--- src/rtl/srdm_pkg.sv ---
// Shared types and constants of the sensor retry/degrade monitor.
package srdm_pkg;

    // Item kinds on the input channel.
    typedef enum logic [1:0] {
        KIND_READ     = 2'd0,
        KIND_ISSUE    = 2'd1,
        KIND_WATCHDOG = 2'd2,
        KIND_UNUSED   = 2'd3
    } t_kind;

    // Event status codes of a read result.
    typedef enum logic [2:0] {
        ST_OK           = 3'd0,
        ST_IO_ERROR     = 3'd1,
        ST_BAD_ARGUMENT = 3'd2,
        ST_RETRYING     = 3'd3,
        ST_DEGRADED     = 3'd4,
        ST_RECOVERED    = 3'd5
    } t_status;

    // Configuration register indexes.
    localparam logic [2:0] CFG_SENSOR_COUNT     = 3'd0;
    localparam logic [2:0] CFG_RETRY_LIMIT      = 3'd1;
    localparam logic [2:0] CFG_RETRY_BACKOFF    = 3'd2;
    localparam logic [2:0] CFG_DEGRADED_BACKOFF = 3'd3;
    localparam logic [2:0] CFG_WATCHDOG_GRACE   = 3'd4;
    localparam logic [2:0] CFG_FAULT_PERIOD     = 3'd5;

    // Error codes carried in a reading.
    localparam logic [31:0] CODE_BAD_ARGUMENT = 32'hFFFF_FFEA;  // -22
    localparam logic [7:0]  RUN_MAX           = 8'd255;

    // Shared arithmetic unit operations.
    typedef enum logic [1:0] {
        ALU_ADD = 2'd0,
        ALU_SUB = 2'd1,
        ALU_GE  = 2'd2
    } t_alu_op;

    typedef struct packed {
        t_alu_op     op;
        logic [31:0] a;
        logic [31:0] b;
    } t_alu_req;

    typedef struct packed {
        logic [31:0] res;  // a+b or a-b
        logic        ge;   // a >= b, unsigned
    } t_alu_rsp;

endpackage

--- src/rtl/srdm_alu.sv ---
// Shared 32-bit add/subtract/compare unit of the monitor.
module srdm_alu (
    input  srdm_pkg::t_alu_req i_req,
    output srdm_pkg::t_alu_rsp o_rsp
);

    logic        sub;
    logic [32:0] sum;

    always_comb begin
        unique case (i_req.op)
            srdm_pkg::ALU_ADD: sub = 1'b0;
            srdm_pkg::ALU_SUB: sub = 1'b1;
            srdm_pkg::ALU_GE:  sub = 1'b1;
            default:           sub = 1'b0;
        endcase
    end

    // a + ~b + 1 for subtract; carry out set means no borrow
    assign sum = {1'b0, i_req.a} + {1'b0, (sub ? ~i_req.b : i_req.b)} + {32'd0, sub};

    assign o_rsp.res = sum[31:0];
    assign o_rsp.ge  = sub & sum[32];

endmodule

--- src/rtl/sensor_retry_degrade_monitor.sv ---
// Top level of the per-sensor retry/degrade health monitor.
//
// Usage:
//  Input channel (i_in_valid / o_in_stall) carries one item: kind, sensor id,
//  signed reading and a millisecond timestamp. A transfer happens at a clock
//  edge with valid high and stall low. Kinds: read result, issue query,
//  watchdog query. Each item gives exactly one result on the output channel
//  (o_out_valid / i_out_stall), held stable while the receiver stalls.
//  Configuration writes go through i_cfg_valid / o_cfg_ready with a register
//  index and data; ready is always high and writes are expected only while
//  the block is idle.
//  Sequencing: items are worked one at a time by a small sequencer
//  around one shared 32-bit add/compare unit. A read passes the load,
//  phase, evaluate and write steps to the output register, an issue query
//  load and issue, a watchdog query scan and compare per active sensor.
//  The input stalls while an item is in work; the next item may be taken
//  while a finished result still waits in the output register.
//  A stalled output only holds the sequencer in its final step until the
//  output register frees up.
//  Reset (synchronous, active low) restores the register defaults and
//  clears every sensor entry to zero.
module sensor_retry_degrade_monitor #(
    parameter int MAX_SENSORS = 8
) (
    input  logic        i_clk,
    input  logic        i_rst_n,
    // item input
    input  logic        i_in_valid,
    output logic        o_in_stall,
    input  logic [1:0]  i_kind,
    input  logic [7:0]  i_sensor_num,
    input  logic signed [31:0] i_reading_value,
    input  logic [31:0] i_time_ms,
    // result output
    output logic        o_out_valid,
    input  logic        i_out_stall,
    output logic [2:0]  o_event_status,
    output logic        o_fault_injected,
    output logic        o_may_issue,
    output logic        o_withhold_feed,
    // configuration writes
    input  logic        i_cfg_valid,
    output logic        o_cfg_ready,
    input  logic [2:0]  i_cfg_index,
    input  logic [31:0] i_cfg_data
);

    localparam int IDX_W = (MAX_SENSORS > 1) ? $clog2(MAX_SENSORS) : 1;
    localparam int CNT_W = $clog2(MAX_SENSORS + 1);

    typedef enum logic [8:0] {
        S_IDLE  = 9'b000000001,
        S_LOAD  = 9'b000000010,
        S_PHASE = 9'b000000100,
        S_EVAL  = 9'b000001000,
        S_WRITE = 9'b000010000,
        S_ISSUE = 9'b000100000,
        S_SCAN  = 9'b001000000,
        S_CMP   = 9'b010000000,
        S_DONE  = 9'b100000000
    } t_state;

    t_state r_state, n_state;

    // configuration
    logic [3:0]  r_sensor_count;
    logic [3:0]  r_retry_limit;
    logic [15:0] r_retry_backoff;
    logic [15:0] r_degraded_backoff;
    logic [31:0] r_watchdog_grace;
    logic [7:0]  r_fault_period;

    // per-sensor entries
    logic [7:0]  r_error_run [MAX_SENSORS];
    logic        r_degraded  [MAX_SENSORS];
    logic [31:0] r_deadline  [MAX_SENSORS];
    logic [31:0] r_dstart    [MAX_SENSORS];
    logic [7:0]  r_phase_cnt [MAX_SENSORS];

    // item in work
    srdm_pkg::t_kind r_kind;
    logic [31:0] r_value;
    logic [31:0] r_time;
    logic        r_known;
    logic [IDX_W-1:0] r_idx;

    // working copy of an entry
    logic [7:0]  r_run;
    logic        r_flag;
    logic [31:0] r_dl;
    logic [7:0]  r_ph;
    logic        r_inject;
    logic        r_retry;
    logic [31:0] r_elapsed;
    logic [CNT_W-1:0] r_scan;

    // result being built
    srdm_pkg::t_status r_res_status;
    logic        r_res_may;
    logic        r_res_withhold;

    // output register
    logic        r_out_valid;
    logic [2:0]  r_o_status;
    logic        r_o_inject;
    logic        r_o_may;
    logic        r_o_withhold;

    srdm_pkg::t_alu_req alu_req;
    srdm_pkg::t_alu_rsp alu_rsp;

    logic [7:0] active;
    logic       in_xfer;
    logic       out_free;
    logic [8:0] ph_next;
    logic       eff_neg;
    logic       eff_bad;
    logic [7:0] run_next;
    logic       scan_end;
    logic [IDX_W-1:0] ent;

    srdm_alu u_alu (
        .i_req(alu_req),
        .o_rsp(alu_rsp)
    );

    // sensor count above the entry count acts as the entry count
    assign active = ({4'd0, r_sensor_count} > 8'(MAX_SENSORS)) ? 8'(MAX_SENSORS)
                                                              : {4'd0, r_sensor_count};
    assign in_xfer  = i_in_valid & ~o_in_stall;
    assign out_free = ~r_out_valid | ~i_out_stall;
    assign ph_next  = {1'b0, r_ph} + 9'd1;
    // an injected fault reads as a negative reading, never as a bad argument
    assign eff_neg  = r_inject | r_value[31];
    assign eff_bad  = ~r_inject & (r_value == srdm_pkg::CODE_BAD_ARGUMENT);
    assign run_next = (r_run == srdm_pkg::RUN_MAX) ? r_run : r_run + 8'd1;
    assign scan_end = 8'(r_scan) >= active;
    assign ent      = (r_state == S_SCAN) ? r_scan[IDX_W-1:0] : r_idx;

    // shared unit operand selection
    always_comb begin
        alu_req.op = srdm_pkg::ALU_GE;
        alu_req.a  = r_time;
        alu_req.b  = r_dl;
        unique case (r_state)
            S_PHASE: begin
                alu_req.a = {23'd0, ph_next};
                alu_req.b = {24'd0, r_fault_period};
            end
            S_WRITE: begin
                alu_req.op = srdm_pkg::ALU_ADD;
                alu_req.b  = r_retry ? {16'd0, r_retry_backoff} : {16'd0, r_degraded_backoff};
            end
            S_SCAN: begin
                alu_req.op = srdm_pkg::ALU_SUB;
                alu_req.b  = r_dstart[ent];
            end
            S_CMP: begin
                alu_req.a = r_elapsed;
                alu_req.b = r_watchdog_grace;
            end
            default: begin
                alu_req.b = r_dl;
            end
        endcase
    end

    // sequencer
    always_comb begin
        n_state = r_state;
        unique case (r_state)
            S_IDLE: begin
                if (in_xfer) begin
                    unique case (srdm_pkg::t_kind'(i_kind))
                        srdm_pkg::KIND_WATCHDOG: n_state = S_SCAN;
                        srdm_pkg::KIND_UNUSED:   n_state = S_DONE;
                        default:                 n_state = S_LOAD;
                    endcase
                end
            end
            S_LOAD:  n_state = (r_kind == srdm_pkg::KIND_READ) ? S_PHASE : S_ISSUE;
            S_PHASE: n_state = S_EVAL;
            S_EVAL:  n_state = S_WRITE;
            S_WRITE: n_state = S_DONE;
            S_ISSUE: n_state = S_DONE;
            S_SCAN:  n_state = scan_end ? S_DONE : S_CMP;
            S_CMP:   n_state = (r_flag && alu_rsp.ge) ? S_DONE : S_SCAN;
            S_DONE:  n_state = out_free ? S_IDLE : S_DONE;
            default: n_state = S_IDLE;
        endcase
    end

    assign o_in_stall = (r_state != S_IDLE);

    always_ff @(posedge i_clk) begin
        if (!i_rst_n) begin
            r_state <= S_IDLE;
        end else begin
            r_state <= n_state;
        end
    end

    // configuration registers
    assign o_cfg_ready = 1'b1;

    always_ff @(posedge i_clk) begin
        if (!i_rst_n) begin
            r_sensor_count     <= 4'd1;
            r_retry_limit      <= 4'd2;
            r_retry_backoff    <= 16'd200;
            r_degraded_backoff <= 16'd2000;
            r_watchdog_grace   <= 32'd10000;
            r_fault_period     <= 8'd0;
        end else if (i_cfg_valid && o_cfg_ready) begin
            unique case (i_cfg_index)
                srdm_pkg::CFG_SENSOR_COUNT:     r_sensor_count     <= i_cfg_data[3:0];
                srdm_pkg::CFG_RETRY_LIMIT:      r_retry_limit      <= i_cfg_data[3:0];
                srdm_pkg::CFG_RETRY_BACKOFF:    r_retry_backoff    <= i_cfg_data[15:0];
                srdm_pkg::CFG_DEGRADED_BACKOFF: r_degraded_backoff <= i_cfg_data[15:0];
                srdm_pkg::CFG_WATCHDOG_GRACE:   r_watchdog_grace   <= i_cfg_data;
                srdm_pkg::CFG_FAULT_PERIOD:     r_fault_period     <= i_cfg_data[7:0];
                default: ;
            endcase
        end
    end

    // item capture and working registers
    always_ff @(posedge i_clk) begin
        unique case (r_state)
            S_IDLE: begin
                if (in_xfer) begin
                    r_kind  <= srdm_pkg::t_kind'(i_kind);
                    r_value <= i_reading_value;
                    r_time  <= i_time_ms;
                    r_known <= (i_sensor_num != 8'd0) && (i_sensor_num <= active);
                    r_idx   <= IDX_W'(i_sensor_num - 8'd1);
                    r_scan  <= '0;
                    r_inject       <= 1'b0;
                    r_res_may      <= 1'b0;
                    r_res_withhold <= 1'b0;
                    r_res_status   <= srdm_pkg::ST_OK;
                end
            end
            S_LOAD: begin
                r_run <= r_error_run[ent];
                r_flag <= r_degraded[ent];
                r_dl  <= r_deadline[ent];
                r_ph  <= r_phase_cnt[ent];
            end
            S_PHASE: begin
                r_inject <= r_known && (r_fault_period != 8'd0) && alu_rsp.ge;
            end
            S_EVAL: begin
                if (eff_neg) begin
                    r_run <= run_next;
                    if (!r_known) begin
                        r_res_status <= eff_bad ? srdm_pkg::ST_BAD_ARGUMENT
                                                : srdm_pkg::ST_IO_ERROR;
                    end else if ({4'd0, r_retry_limit} >= run_next) begin
                        r_res_status <= srdm_pkg::ST_RETRYING;
                        r_retry      <= 1'b1;
                    end else begin
                        r_res_status <= srdm_pkg::ST_DEGRADED;
                        r_retry      <= 1'b0;
                    end
                end else begin
                    r_res_status <= (r_known && r_flag) ? srdm_pkg::ST_RECOVERED
                                                        : srdm_pkg::ST_OK;
                end
            end
            S_ISSUE: begin
                r_res_may <= r_known && alu_rsp.ge;
            end
            S_SCAN: begin
                r_elapsed <= alu_rsp.res;
                r_flag    <= r_degraded[ent];
            end
            S_CMP: begin
                if (r_flag && alu_rsp.ge) begin
                    r_res_withhold <= 1'b1;
                end
                r_scan <= r_scan + CNT_W'(1);
            end
            default: ;
        endcase
    end

    // sensor entries
    always_ff @(posedge i_clk) begin
        if (!i_rst_n) begin
            for (int k = 0; k < MAX_SENSORS; k++) begin
                r_error_run[k] <= 8'd0;
                r_degraded[k]  <= 1'b0;
                r_deadline[k]  <= 32'd0;
                r_dstart[k]    <= 32'd0;
                r_phase_cnt[k] <= 8'd0;
            end
        end else if (r_known && r_kind == srdm_pkg::KIND_READ) begin
            if (r_state == S_PHASE && r_fault_period != 8'd0) begin
                r_phase_cnt[ent] <= alu_rsp.ge ? 8'd0 : ph_next[7:0];
            end
            if (r_state == S_WRITE) begin
                if (eff_neg) begin
                    r_error_run[ent] <= r_run;
                    r_deadline[ent]  <= alu_rsp.res;
                    if (!r_retry) begin
                        if (!r_flag) begin
                            r_dstart[ent] <= r_time;
                        end
                        r_degraded[ent] <= 1'b1;
                    end
                end else begin
                    r_error_run[ent] <= 8'd0;
                    r_degraded[ent]  <= 1'b0;
                    r_deadline[ent]  <= 32'd0;
                    r_dstart[ent]    <= 32'd0;
                end
            end
        end
    end

    // output register
    always_ff @(posedge i_clk) begin
        if (!i_rst_n) begin
            r_out_valid <= 1'b0;
        end else if (r_state == S_DONE && out_free) begin
            r_out_valid <= 1'b1;
        end else if (r_out_valid && !i_out_stall) begin
            r_out_valid <= 1'b0;
        end
    end

    always_ff @(posedge i_clk) begin
        if (r_state == S_DONE && out_free) begin
            r_o_status   <= (r_kind == srdm_pkg::KIND_READ) ? r_res_status : srdm_pkg::ST_OK;
            r_o_inject   <= (r_kind == srdm_pkg::KIND_READ) && r_inject;
            r_o_may      <= (r_kind == srdm_pkg::KIND_ISSUE) && r_res_may;
            r_o_withhold <= (r_kind == srdm_pkg::KIND_WATCHDOG) && r_res_withhold;
        end
    end

    assign o_out_valid      = r_out_valid;
    assign o_event_status   = r_o_status;
    assign o_fault_injected = r_o_inject;
    assign o_may_issue      = r_o_may;
    assign o_withhold_feed  = r_o_withhold;

    // the input closes for the item just taken
    a_stall_after_xfer: assert property (@(posedge i_clk) disable iff (!i_rst_n)
        in_xfer |=> o_in_stall)
        else $error("input open right after a transfer");

    // the scan index never exceeds the entry count
    a_scan_bound: assert property (@(posedge i_clk) disable iff (!i_rst_n)
        (r_state == S_SCAN || r_state == S_CMP) |-> (8'(r_scan) <= 8'(MAX_SENSORS)))
        else $error("watchdog scan out of range");

    // an injected fault is always counted against a known sensor
    a_inject_status: assert property (@(posedge i_clk) disable iff (!i_rst_n)
        (r_out_valid && r_o_inject) |->
            (r_o_status == srdm_pkg::ST_RETRYING || r_o_status == srdm_pkg::ST_DEGRADED))
        else $error("injected fault without retry or degrade status");

    // a finished result is not dropped while the output stalls
    a_done_holds: assert property (@(posedge i_clk) disable iff (!i_rst_n)
        (r_state == S_DONE && r_out_valid && i_out_stall) |=> (r_state == S_DONE))
        else $error("result left the sequencer while output stalled");

endmodule
--- config.mk ---
export PLATFORM = sky130hd
export DESIGN_NAME = sensor_retry_degrade_monitor
export DESIGN_NICKNAME = d
export VERILOG_FILES = /design/src/rtl/srdm_pkg.sv /design/src/rtl/srdm_alu.sv /design/src/rtl/sensor_retry_degrade_monitor.sv
export SDC_FILE = /design/constraint.sdc
export NUM_CORES = 1
export LEC_CHECK = 0
export BUFFER_PORTS_ARGS = -buffer_cell sky130_fd_sc_hd__buf_4
export CAP_MARGIN = 10
export CELL_PAD_IN_SITES_DETAIL_PLACEMENT = 1
export CELL_PAD_IN_SITES_GLOBAL_PLACEMENT = 1
export CORE_MARGIN = 2
export CORE_UTILIZATION = 45
export DETAILED_ROUTE_END_ITERATION = 16
export PLACE_DENSITY = 0.78
export SYNTH_ARGS = -nofsm -noshare
export SYNTH_HDL_FRONTEND = slang
export SYNTH_SLANG_ARGS = --single-unit
--- constraint.sdc ---
create_clock -name i_clk -period 10.3 [get_ports i_clk]
set_input_delay 1.03 -clock i_clk [delete_from_list [all_inputs] [get_ports i_clk]]
set_output_delay 1.03 -clock i_clk [all_outputs]
set_load 0.03 [all_outputs]
# Word level (Yosys, flattened, before mapping)
# Memory sizes are Yosys's and may differ from the RTL's. A register that Yosys moved wholly into a read port is not among the register bits.
# Index checks and enable logic that the tools add are counted.
[op_classes] n_addsub=6 n_lt_le_gt_ge=4 n_eq_ne=26 muxes=83 bitwise=14 reduce_logical=46
[op_table] op="32-bit two-way mux" n=5
[op_table] op="32-bit case mux with 4 select lines" n=1
[op_table] op="9-bit case mux with 8 select lines" n=1
[op_table] op="32-bit case mux with 2 select lines" n=1
[op_table] op="32-bit OR reduction" n=2
[op_table] op="8-bit two-way mux" n=6
[op_table] op="1-bit two-way mux" n=41
[op_table] op="9-bit two-way mux" n=4
[op_table] op="32-bit by 32-bit adder with 33-bit output" n=1
[op_table] op="33-bit by 1-bit adder with 33-bit output" n=1
[op_table] op="3-bit two-way mux" n=11
[op_table] op="32-bit == test (second input constant)" n=1
[op_table] op="32-bit inverter" n=1
[op_table] op="2-bit AND reduction" n=12
[op_table] op="9-bit case mux with 2 select lines" n=1
[op_table] op="16-bit two-way mux" n=1
[op_table] op="8-bit case mux with 2 select lines" n=1
[op_table] op="8-bit nonzero test" n=2
[op_table] op="8-bit OR reduction" n=2
[op_table] op="1-bit logical AND" n=13
[op_table] op="2-bit nonzero test" n=6
[op_table] op="8-bit by 1-bit adder with 9-bit output (second input constant)" n=1
[op_table] op="9-bit by 1-bit == test with 1-bit output (second input constant)" n=1
[op_table] op="9-bit by 2-bit == test with 1-bit output (second input constant)" n=1
[op_table] op="other kinds (38)" n=62
[word_totals] ff_bits=217 ramBits=648 in_bits=114 output_inout_bits=9 elab_cells=209 mem_count=5
[memory_table] memory="r_deadline" depth=8 word_bits=32 rd=1 rd_clocked_by_memory_dff=1 wr=8 line_no="sensor_retry_degrade_monitor.sv:76" rtl="logic [31:0] r_deadline [MAX_SENSORS];"
[memory_table] memory="r_dstart" depth=8 word_bits=32 rd=1 rd_clocked_by_memory_dff=0 wr=8 line_no="sensor_retry_degrade_monitor.sv:77" rtl="logic [31:0] r_dstart [MAX_SENSORS];"
[memory_table] memory="r_error_run" depth=8 word_bits=8 rd=1 rd_clocked_by_memory_dff=0 wr=8 line_no="sensor_retry_degrade_monitor.sv:74" rtl="logic [7:0] r_error_run [MAX_SENSORS];"
[memory_table] memory="r_phase_cnt" depth=8 word_bits=8 rd=1 rd_clocked_by_memory_dff=1 wr=8 line_no="sensor_retry_degrade_monitor.sv:78" rtl="logic [7:0] r_phase_cnt [MAX_SENSORS];"
[memory_table] memory="r_degraded" depth=8 word_bits=1 rd=1 rd_clocked_by_memory_dff=1 wr=8 line_no="sensor_retry_degrade_monitor.sv:75" rtl="logic r_degraded [MAX_SENSORS];"

# Logic depth before layout (Yosys ltp)
[depth] ltp_word=12 mapped_depth=24 mapped_depth_nobuf=18

# Hierarchy
# A second synthesis with hierarchy kept.
[hier_totals] hier_cells=3450 hier_area_um2=40625.2
[modules_own_cells] mod="sensor_retry_degrade_monitor" instances=1 cells_each=3133 area_each_um2=38318.0 seq_area_each_um2=26225.2
[modules_own_cells] mod="srdm_alu" instances=1 cells_each=317 area_each_um2=2307.2 seq_area_each_um2=0.0

# Least setup slack after synthesis
# No wires, ideal clock.
[synth_path] path_kind="reg-to-reg" startpoint="register r_state[7]" endpoint="memory r_deadline[0][31], data pin" setup_ns=0.273 arrival_ns=5.810 t_required_ns=10.027 path_slack_ns=4.217 path_stages_with_launch=21 n_path_buf=6 period_less_slack_ns=6.083 cell_sequence="dfxtp_1 > buf_2 > nor3b_1 > nand3_1 > inv_1 > buf_2 > clkbuf_1 > o221ai_1 > o21ai_0 > o21ai_0 > ha_1 > clkbuf_1 > nand4_1 > nor3_1 > or3b_2 > buf_2 > a2111o_2 > a211oi_2 > o21a_1 > buf_4 > nor3_1"
[synth_rtl] element="from (decl)" line_no="sensor_retry_degrade_monitor.sv:63" rtl="t_state r_state, n_state;"
[synth_rtl] element="from (signal assigned)" line_no="sensor_retry_degrade_monitor.sv:199" rtl="r_state <= n_state;"
[synth_rtl] element="to (decl)" line_no="sensor_retry_degrade_monitor.sv:76"

# Worst setup path after layout
[layout_path] startpoint="register r_state[8]" endpoint="register r_res_withhold (enable)"
[layout_via] elab_chain_cells=12 elab_cells_between_ends=27 cone_classes="add/sub (2); eq/ne (10); mux (6); bitwise (4); reduce/logical (4); memory (1)"
[layout_rtl] element="9-bit by 7-bit == test with 1-bit output or 9-bit by 5-bit == test with 1-bit output (tied branches)" line_no="sensor_retry_degrade_monitor.sv:138, sensor_retry_degrade_monitor.sv:145"
[layout_rtl] element="3-bit two-way mux or 2-bit case mux with 2 select lines (tied branches)" line_no="sensor_retry_degrade_monitor.sv:138, sensor_retry_degrade_monitor.sv:145"
[layout_rtl] element="memory 8 x 32 bit (tied with other cells)"
[layout_rtl] element="32-bit case mux with 4 select lines or 2-bit OR reduction (tied branches)"
[layout_rtl] element="32-bit inverter or 1-bit two-way mux (tied branches)" line_no="srdm_alu.sv:20, srdm_alu.sv:11"
[layout_rtl] element="32-bit two-way mux" line_no="srdm_alu.sv:20" rtl="assign sum = {1'b0, i_req.a} + {1'b0, (sub ? ~i_req.b : i_req.b)} + {32'd0, sub};"
[layout_rtl] element="32-bit by 32-bit adder with 33-bit output" line_no="srdm_alu.sv:20"
[layout_rtl] element="33-bit by 1-bit adder with 33-bit output" line_no="srdm_alu.sv:20"
[layout_rtl] element="1-bit bitwise AND" line_no="srdm_alu.sv:23" rtl="assign o_rsp.ge = sub & sum[32];"
[layout_rtl] element="1-bit logical AND" line_no="sensor_retry_degrade_monitor.sv:279" rtl="if (r_flag && alu_rsp.ge) begin"
[layout_rtl] element="2-bit inequality test (no line)"
[layout_rtl] element="3-bit AND reduction (no line) *"
[layout_rtl] element="to (signal assigned)" line_no="sensor_retry_degrade_monitor.sv:240" rtl="r_res_withhold <= 1'b0;"
[layout_rtl] element="to (signal assigned)" line_no="sensor_retry_degrade_monitor.sv:280" rtl="r_res_withhold <= 1'b1;"
[layout_rtl] element="to (decl)" line_no="sensor_retry_degrade_monitor.sv:100" rtl="logic r_res_withhold;"
# Every way passes the cells marked *; elsewhere a longest branch is shown, timed or not.
# A chain may end at the register's enable or synchronous reset.

==> flow_summary.toml <==
[timing]
hold_violations = 0
setup_tns_ns = 0
rsz0062_at_grt = "no"
tightest_slew_ns = 1.26
fmax_mhz = 122
finalClockSkew_ns = 0.0299
drv_slew = 0
setup_slack_ns = 2.13
setup_viol = 0
slew_headroom_pct = 15.2
fin_crit_sh_pct = 79.3
min_period_ns = 8.17

[yosys]
netlist_instances = 3605
synth_edf_count = 808
avgSynthCellArea_um2 = 11.2
synth_nets = 3768
yosysSeqAreaShare_pct = 64.9
netlist_top_cells_area = "edfxtp_1, nor2_1, nand2_1"
syn_area_um2 = 40400
ys_warn_count = 0
synth_top_area_share_pct = 60.0
synthArstFlopShare_pct = 0
ys_ff_latch = 906
synth_cell_types = 90
yosys.area.top_type = "edfxtp_1"
ys.flop_type = "edfxtp_1"

[worst_setup_path]
r2r_setup_slack_ns = 2.13
r2r-end = "r_res_withhold"
crit_family = "compound AO/OA/AOI/OAI gates"
critical_path.max_fanout = 36
path_class = "reg2reg"
ff2ff_path_depth = 17
timing.rr.start = "r_state[8]"
crit_slowest_cell = "nand2_1"
cpMostUsedCell = "o21ai_0"
crit_chain = "or4_1 -> o31ai_1 -> nand2_4 -> nand2_1 -> o21ai_0 -> o21ai_0 -> a221o_1 -> o21ai_0 -> ha_1 -> a2111oi_0 -> o21ai_0 -> nand3_1 -> a21oi_1 -> nor3_1 -> o41a_1 -> nor2_1 -> a31o_2"
start_kind = "flop"
cpPeakStageDelay_ns = 0.96
arrival_ns = 8.63
end_kind = "flop"
cp_num_buf_inv = 0
crit_required_ns = 10.76

[placement]
dp.final_hpwl_um = 102000
gp_congestion = 0.982
port_buffers = 121
dp_slack_ns = 2.70

[detailed_routing]
drt_iter0_drc = 4400
ant_nets = 0
drc = 0
via_per_inst = 6.52
dr.pass1.iters = 6
num_vias = 32200
wire_per_inst_um = 31.8
drt_wl_total_um = 157000

[final_layout]
finish.utilization_pct = 51.8
final_nets = 3851
register_area_um2 = 26200
drive_above_1_share_pct = 11.3
fill_cells = 9278
multiInputGateArea_um2 = 13300
syn_to_final_growth_pct = 13.6

[power]
p_switching_mw = 2.50
power_density_nw_per_um2 = 196
combPwrFrac_pct = 13.1
swShare_pct = 27.8
p_int_mw = 6.48
p_leak_nw = 16.7
power_frac_clock_pct = 39.5
irDropWorstVdd_mv = 0.152
sequentialPowerShare_pct = 47.4

[job]
cap_viol_max_count = 0

[clocking]
cts_setup_buffers = 0
cts_resized = 0
numCtsBuffers = 98
clkTransAtPathRegs_ns = 0.06
clockRootBuffer = "clkbuf_16"
cts_tree = "built"
cts.path.max_buffers = 3
postCtsHoldBufs = 0
clk_latency_ns = 0.71
cts.sinks = 906
h-tree-depth = 3

[floorplanning]
rows = 109
coreArea_um2 = 88600
die_h_um = 304
die_area_um2 = 92200
initial_utilization_pct = 45.6
io_pins = 123
die_x_um = 304

[global_route]
grt_pass1_vias = 32500
grt_max_degree = 72
grt_usage_pct = 33.5
antenna_found_initial = 5
grt_overflow = 0
grt_pass1_wl_um = 226000

[hold_path]
worstHoldPathType = "reg2reg"
hold_start = "r_degraded_backoff[12]"
whs_path_depth = 2
hold_end = "r_degraded_backoff[12]"

[status]
status = "completed"
[kinds of logic (layout without fill, tap and decap cells)]
| logic type | after synthesis | after routing | share of synthesized area [%] |
|---|---|---|---|
| AOI/OAI and AO/OA | 730 | 730 | 12.6 |
| muxes | 63 | 63 | 1.75 |
| xor gates and xnor gates | 31 | 31 | 0.690 |
| and+or+nand+nor | 1553 | 1553 | 15.9 |
| DFF | 906 | 906 | 64.9 |
| buffers and inverters | 272 | 439 | 2.59 |
| adders and majority gates | 49 | 49 | 1.54 |
| other | 1 | 4 | 0.00928 |
[how the worst max path moves through the flow]
stage	startpoint	end	slack (ns)	cells after the start
floorplan	r_state[7]	r_deadline[0][31]	4.22	20
global placement	r_state[8]	r_res_withhold	2.88	17
detailed placement	r_state[8]	r_res_withhold	2.70	17
CTS	r_state[6]	r_res_withhold	2.58	18
global route	r_state[6]	r_phase_cnt[4][3]	2.07	18
finish	r_state[8]	r_res_withhold	2.13	17
[through the flow]
step	total power, mW	cell area [um2]	std cells	hold slack (ns)
CTS	8.95	45900	4937	0.465
detailed placement	5.45	42700	4753	0.458
global placement	5.42	42700	4753	0.447
floorplan	4.92	40400	3605	0.433
global route	9.18	45900	4938	0.483
finish	8.98	45900	4940	0.461
[layout by cell type, fill, tap and decap left out, types with 62 or more instances in the layout]
cell type / netlist / layout
a21boi_0: 63 / 63
a21oi_1: 186 / 185
buf_4: 2 / 209
clkbuf_16: 0 / 100
dfxtp_1: 98 / 98
edfxtp_1: 808 / 808
nand2_1: 562 / 552
nor2_1: 724 / 717
nor3_1: 64 / 62
o21ai_0: 95 / 94
[flip-flops by register name, summed over array words and instances (netlist names), 4 cells and up]
register	count
r_deadline	256
r_degraded	8
r_degraded_backoff	16
r_dl	32
r_dstart	256
r_elapsed	32
r_error_run	64
r_fault_period	8
r_ph	8
r_phase_cnt	64
r_retry_backoff	16
r_retry_limit	4
r_run	8
r_scan	4
r_sensor_count	4
r_state	9
r_time	32
r_value	32
r_watchdog_grace	32
[synthesized netlist by cell type, types with 16 or more instances]
master      n
edfxtp_1  808
nor2_1    724
nand2_1   562
clkbuf_1  187
a21oi_1   186
dfxtp_1    98
o21ai_0    95
nor3_1     64
a21boi_0   63
nand3_1    60
ha_1       48
inv_1      46
mux2i_1    46
a22o_1     41
a221oi_1   39
o221ai_1   37
o22ai_1    35
a22oi_1    28
a31oi_1    28
a21o_1     23
a222oi_1   23
buf_1      22
and3_1     19
nand4_1    19
a211oi_1   18
xor2_1     18
and2_1     16
nor4_1     16
[per-layer routing]
| metal | part of all wire [%] | GRT usage, % | vias to the layer above |
|---|---|---|---|
| met1 | 37 | 43.3 | 16300 |
| met2 | 46 | 53.5 | 2084 |
| met4 | 5.8 | 17.5 | 6 |
| met5 | 0.024 | 0 | - |
| li1 | - | - | 13400 |
| met3 | 11 | 6.70 | 464 |
[worst min-delay path, stage by stage (launching register included)]
cell and delay, ns:
dfxtp_1 0.30, nand2_1 0.05, a21boi_0 0.06
[power groups by stage]
stage	combinational [mW]	clock, mW	sequential [mW]
after global routing	1.22	3.69	4.26
after CTS	1.14	3.56	4.25
after floorplan	0.644	0	4.27
after global placement	1.11	0	4.32
after detailed placement	1.13	0	4.33
final	1.17	3.55	4.26
[cell type report]
type                       count  area share (%)
sequential                   906            57.1
tap                         1165            3.17
clock buffer                 129            5.82
timing repair buffer         209            3.42
antenna                        3          0.0163
inverter                      46           0.379
clock inverter                55            1.11
multi-input combinational   2427            29.0
Power figures use the tool's default switching activity.
